===== config.mk =====
export PLATFORM = sky130hd
export DESIGN_NAME = skw_fifo
export DESIGN_NICKNAME = d
export VERILOG_FILES = /design/src/hdl/skw_pkg.sv /design/src/hdl/skw_fifo.sv
export SDC_FILE = /design/constraint.sdc
export NUM_CORES = 1
export LEC_CHECK = 0
export BUFFER_PORTS_ARGS = -buffer_cell sky130_fd_sc_hd__buf_2
export CAP_MARGIN = 20
export CORE_MARGIN = 2
export CORE_UTILIZATION = 47
export DETAILED_ROUTE_END_ITERATION = 10
export PLACE_DENSITY = 0.69
export SKIP_CTS_REPAIR_TIMING = 1
export SLEW_MARGIN = 10
export SYNTH_ARGS = -nofsm -noshare
export SYNTH_HDL_FRONTEND = slang
export SYNTH_SLANG_ARGS = --single-unit

===== constraint.sdc =====
create_clock -name clk -period 11.2 [get_ports clk]
set_clock_uncertainty 0.1 [all_clocks]
set_input_delay 1.12 -clock clk [delete_from_list [all_inputs] [get_ports clk]]
set_output_delay 1.12 -clock clk [all_outputs]
set_load 0.02 [all_outputs]

===== src/hdl/skw_pkg.sv =====
// Shared types, widths and constants for the swerve drive inverse kinematics block.
// No dependencies; every other file imports this package.
package skw_pkg;

  localparam int VW         = 16;
  localparam int CFGW       = 16;
  localparam int CIW        = 2;
  localparam int PRODW      = 33;
  localparam int XW         = 22;
  localparam int SQW        = 2 * XW;
  localparam int RW         = XW;
  localparam int SQ_STAGES  = RW;
  localparam int RMW        = RW + 3;
  localparam int CW         = 45;
  localparam int ZW         = 34;
  localparam int SPW        = 18;
  localparam int ANW        = 16;
  localparam int AW         = 19;
  localparam int FIFO_DEPTH = 4;

  localparam logic [CFGW-1:0] CHASSIS_RESET = 16'd1024;

  typedef enum logic [CIW-1:0] {
    CFG_CHASSIS_LENGTH = 2'd0,
    CFG_CHASSIS_WIDTH  = 2'd1
  } skw_cfg_idx_t;

  typedef struct packed {
    logic signed [XW-1:0] x;
    logic signed [XW-1:0] y;
  } skw_vec_t;

  typedef struct packed {
    skw_vec_t fl;
    skw_vec_t fr;
    skw_vec_t rl;
    skw_vec_t rr;
  } skw_wheels_t;

  // atan(2^-i) with LSB pi/2^31
  function automatic logic signed [ZW-1:0] atan_lut(input int unsigned i);
    logic signed [ZW-1:0] v;
    case (i)
      0:  v = 34'sd536870912;
      1:  v = 34'sd316933406;
      2:  v = 34'sd167458907;
      3:  v = 34'sd85004756;
      4:  v = 34'sd42667331;
      5:  v = 34'sd21354465;
      6:  v = 34'sd10679838;
      7:  v = 34'sd5340245;
      8:  v = 34'sd2670163;
      9:  v = 34'sd1335087;
      10: v = 34'sd667544;
      11: v = 34'sd333772;
      12: v = 34'sd166886;
      13: v = 34'sd83443;
      14: v = 34'sd41722;
      15: v = 34'sd20861;
      16: v = 34'sd10430;
      17: v = 34'sd5215;
      18: v = 34'sd2608;
      19: v = 34'sd1304;
      20: v = 34'sd652;
      21: v = 34'sd326;
      22: v = 34'sd163;
      23: v = 34'sd81;
      default: v = '0;
    endcase
    return v;
  endfunction

endpackage


===== src/hdl/skw_fifo.sv =====
// Short queue of wheel component sets between front and back end.
// Depends on skw_pkg.
module skw_fifo (
  input  logic                  clk,
  input  logic                  rst_n,
  input  logic                  push_valid,
  output logic                  push_ready,
  input  skw_pkg::skw_wheels_t  push_data,
  output logic                  pop_valid,
  input  logic                  pop,
  output skw_pkg::skw_wheels_t  pop_data
);
  import skw_pkg::*;

  localparam int PW = $clog2(FIFO_DEPTH);

  skw_wheels_t   mem [FIFO_DEPTH];
  logic [PW-1:0] wr_ptr_r, rd_ptr_r;
  logic [PW:0]   count_r;
  logic          do_push, do_pop;

  assign push_ready = (count_r != (PW+1)'(FIFO_DEPTH));
  assign pop_valid  = (count_r != '0);
  assign do_push    = push_valid && push_ready;
  assign do_pop     = pop && pop_valid;
  assign pop_data   = mem[rd_ptr_r];

  always_ff @(posedge clk) begin
    if (do_push) begin
      mem[wr_ptr_r] <= push_data;
    end
  end

  always_ff @(posedge clk) begin
    if (!rst_n) begin
      wr_ptr_r <= '0;
      rd_ptr_r <= '0;
      count_r  <= '0;
    end else begin
      if (do_push) wr_ptr_r <= wr_ptr_r + 1'b1;
      if (do_pop)  rd_ptr_r <= rd_ptr_r + 1'b1;
      count_r <= count_r + (PW+1)'(do_push) - (PW+1)'(do_pop);
    end
  end

endmodule


### Yosys cells after proc, flatten, opt, wreduce, memory -nomap -nowiden

Memories as Yosys holds them, arrays and structs flattened. A register that Yosys moved wholly into a read port is not among the register bits.
Index checks and enable logic that the tools add are counted.

* add/subtract/negate cells: 4
* eq/ne operators: 1
* reduce and logical (&&, ||, !) cells: 3
* multiplexer cells: 4

Operator list (number)
* $add A2 B1 Y2 const B: 2
* $mux W2: 2
* $add A3 B1 Y3: 1
* $ne A3 B3 Y1 const B: 1
* $reduce_bool A3 Y1: 1
* $sub A3 B1 Y3: 1
* $logic_and A1 B1 Y1: 2
* $mux W1: 2

* bits in writable memories: 704
* output and inout port bits: 178
* memories kept: 1
* logic and storage cells: 16
* bits of input ports: 180
* register bits after elaboration: 7

Memory list
* mem: depth 4, width 176, read ports 1, clocked after Yosys merged registers in 1, wr ports 1, line skw_fifo.sv:17 `skw_wheels_t mem [FIFO_DEPTH];`

### Depth between registers and ports, before layout

* depth in word-level cells: 4
* depth in mapped cells: 11
* mapped depth without buffers: 11

### Worst setup path after synthesis

No wires, ideal clock.

* path type: input-to-reg
* start: input push_valid
* end: memory mem[0][0] (netlist name), enable pin
* slack: 4975 ps
* data arrival time: 5567 ps
* path buffers: 0
* cell stages on the path: 2
* data required time: 10543 ps
* setup time: 557 ps
* cells stage by stage: a21boi_1 -> and2_1

* cells in the longest elaborated chain, start to end: 3

Ends and longest elaborated chain
* start, declared: line skw_fifo.sv:6 `input logic push_valid,`
* $logic_and A1 B1 Y1: line skw_fifo.sv:24 `assign do_push = push_valid && push_ready;`
* $mux W1: line skw_fifo.sv:29 `if (do_push) begin`
* $mux W1 (not written as such): line skw_fifo.sv:30 `mem[wr_ptr_r] <= push_data;`
* end, declared: line skw_fifo.sv:17

No other way between the ends.

==> metrics.csv <==
stage,metric,value,unit
finish,areaGrowthSynthToFinish,18.6,%
cts,clkLatencyLatePin,0.59,ns
finish,drive_gt1_share,45.6,%
placed_design,dpl.hpwl,29.7,mm
cts,htree_num_levels,3,
status,status,"complete, no violations",
route,ant_nets,0,
floorplan,rows,85,
setup_path,critPathMaxFanout,47,
setup_path,slowest_stage,buf_4,
cts,cts_buffers,73,
setup_path,path_buf_inv,2,
global_route,gr-total-overflow,0,
power,p_leak,10.2,nW
floorplan,io_pins,358,
setup_path,crit_chain,buf_4 -> mux4_2 -> buf_2,
job,maxCapViolations,0,
global_route,grt_max_degree,99,
finish,mostFrequentLayoutCells,"704 x edfxtp_1, 357 x buf_2, 176 x mux4_2, 76 x clkbuf_16, 18 x clkbuf_1",
sta,slew_viol_final,0,
sta,fin_crit,4.39,ns
setup_path,end_kind,output pin,
route,vias,11623,
yosys,synth.distinct_cells,19,
floorplan,design.core.area,54100,µm²
power,ir_drop,0.000179,V
placed_design,finalWeightedCongestion,0.749,
setup_path,cp.arrival,3.17,ns
yosys,synthFlopType,edfxtp_1,
setup_path,criticalPathCategory,reg2out,
global_route,antenna_found_initial,17,
global_route,grt_pass1_vias,11997,
global_route,grt_usage,17.7,%
sta,hold_viol,0,
setup_path,worstPathRequired,9.98,ns
sta,worst-slew-pin-transition,1.05,ns
floorplan,dieArea,56900,µm²
yosys,synth_area,25900,µm²
route,wirelength,50.3,mm
yosys,avgSynthCellArea,26.7,µm²
route,drt-pass1-iter-count,5,
sta,holdWs,0.413,ns
sta,maxSlewHeadroom,30.2,%
cts,path_clk_slew,0.05,ns
power,powerDensity,239,nW/µm²
global_route,grt_pass1_wl,74.3,mm
placed_design,io_buffer_count,357,
floorplan,die_y,239,µm
setup_path,critPathTopFamily,buffers and inverters,
route,via_per_inst,5.46,
route,wl_per_cell,23.7,µm
cts,root_buffer,clkbuf_16,
cts,cts_buffer_depth,3,
yosys,seq_area_frac_synth,82.4,%
yosys,synth_edf_count,704,
setup_path,critical_path.max_stage_delay,0.84,ns
finish,nets,1559,
floorplan,start_util,47.8,%
cts,cts_tree,built,
floorplan,die_w,239,µm
route,route.detailed.drc,0,
yosys,syn_inst,968,
setup_path,worstSetupStartpointType,flip-flop,
sta,grt_setup_unrepaired,false,
route,drt_iter0_drc,851,
cts,cts_sinks,713,
sta,final.setup.tns,0,ns
yosys,async_flop_share,0,%
yosys,syn_nets,1155,
finish,final_util,56.7,%
yosys,ys_warn_count,0,
sta,finalSetupViolCount,0,
sta,max_freq,0.228,GHz
sta,fin_crit_sh,39.2,%
finish,final_common_cell,edfxtp_1,
yosys,synth.ff_latch_count,713,
worst_hold_path,hp-class,reg2reg,
==> cell usage after synthesis (2+ instances only) <==
| cell | count | area [µm²] |
|---|---|---|
| clkbuf_1 | 5 | 18.8 |
| xnor2_1 | 4 | 35.0 |
| buf_2 | 19 | 95.1 |
| mux4_2 | 176 | 3960 |
| edfxtp_1 | 704 | 21100 |
| dfxtp_1 | 9 | 180 |
| inv_1 | 5 | 18.8 |
| nand2_1 | 5 | 18.8 |
| nor2b_1 | 3 | 18.8 |
| buf_6 | 17 | 191 |
| and2_1 | 7 | 43.8 |
| mux2i_1 | 2 | 20.0 |
| ha_1 | 6 | 75.1 |
==> flip-flops by register name (all words and copies together) (netlist names), named ones only <==
name	cells
rd_ptr_r	2
mem	704
wr_ptr_r	2
count_r	3
==> worst paths after layout <==
kind	start	end	slack, ns	depth (start not counted)
worst max-delay path	flip-flop	pop_data[160]	6.81	3
worst min-delay path	wr_ptr_r[0]$_SDFFE_PN0P_	wr_ptr_r[0]$_SDFFE_PN0P_	0.41	2
worst max register to register	count_r[1]$_SDFF_PN0_	mem[2][81]$_DFFE_PP_	7.57	5
worst min register to register	wr_ptr_r[0]$_SDFFE_PN0P_	wr_ptr_r[0]$_SDFFE_PN0P_	0.41	2
==> stage by stage <==
stage | cells | setup WS, ns | total power [mW] | area [µm²]
3_3_place_gp | 1993 | 6.89 | 5.08 | 28400
6_report | 2128 | 6.81 | 7.33 | 30700
5_1_grt | 2121 | 6.51 | 7.64 | 30700
3_5_place_dp | 1993 | 6.83 | 5.10 | 28400
2_1_floorplan | 968 | 4.98 | 4.59 | 25900
4_1_cts | 2118 | 6.67 | 7.45 | 30700
==> layer usage <==
metal  vias up  part of all wire, %  GRT usage (%)
li1       5025                    -              -
met1      6108                   40           23.8
met2       381                   49           27.7
met3        85                  8.4           5.50
met4        24                  2.2           6.19
met5         -                 0.32              0
==> power breakdown <==
part | total (mW) | internal (mW) | switching (mW)
clock | 2.34 | 1.40 | 0.938
combinational | 1.66 | 0.672 | 0.989
sequential | 3.34 | 3.24 | 0.101
==> worst min-delay path: stages, from the launching register on <==
cell	delay, ns
dfxtp_1	0.33
nand2_1	0.07
mux2i_1	0.06
==> logic make-up after synthesis <==
kind of cell	synth area share, %
adder cells (fa/ha/maj)	0.368
AND/OR/NAND/NOR	0.353
buffers and inverters	1.25
flip-flops	82.4
AO/OA/AOI/OAI	0.0967
XOR/XNOR	0.135
multiplexers	15.4
==> area by class of cell <==
cell class                      count  area [µm²]
Antenna cell                       10        25.0
Sequential cell                   713       21300
Clock inverter                     31         335
Fill cell                        3929       23400
Tap cell                          696         871
Clock buffer                       94        1970
Inverter                            5        18.8
Timing Repair Buffer              370        1900
Multi-Input combinational cell    209        4240
Note: power is estimated with default switching activity, not from simulation.
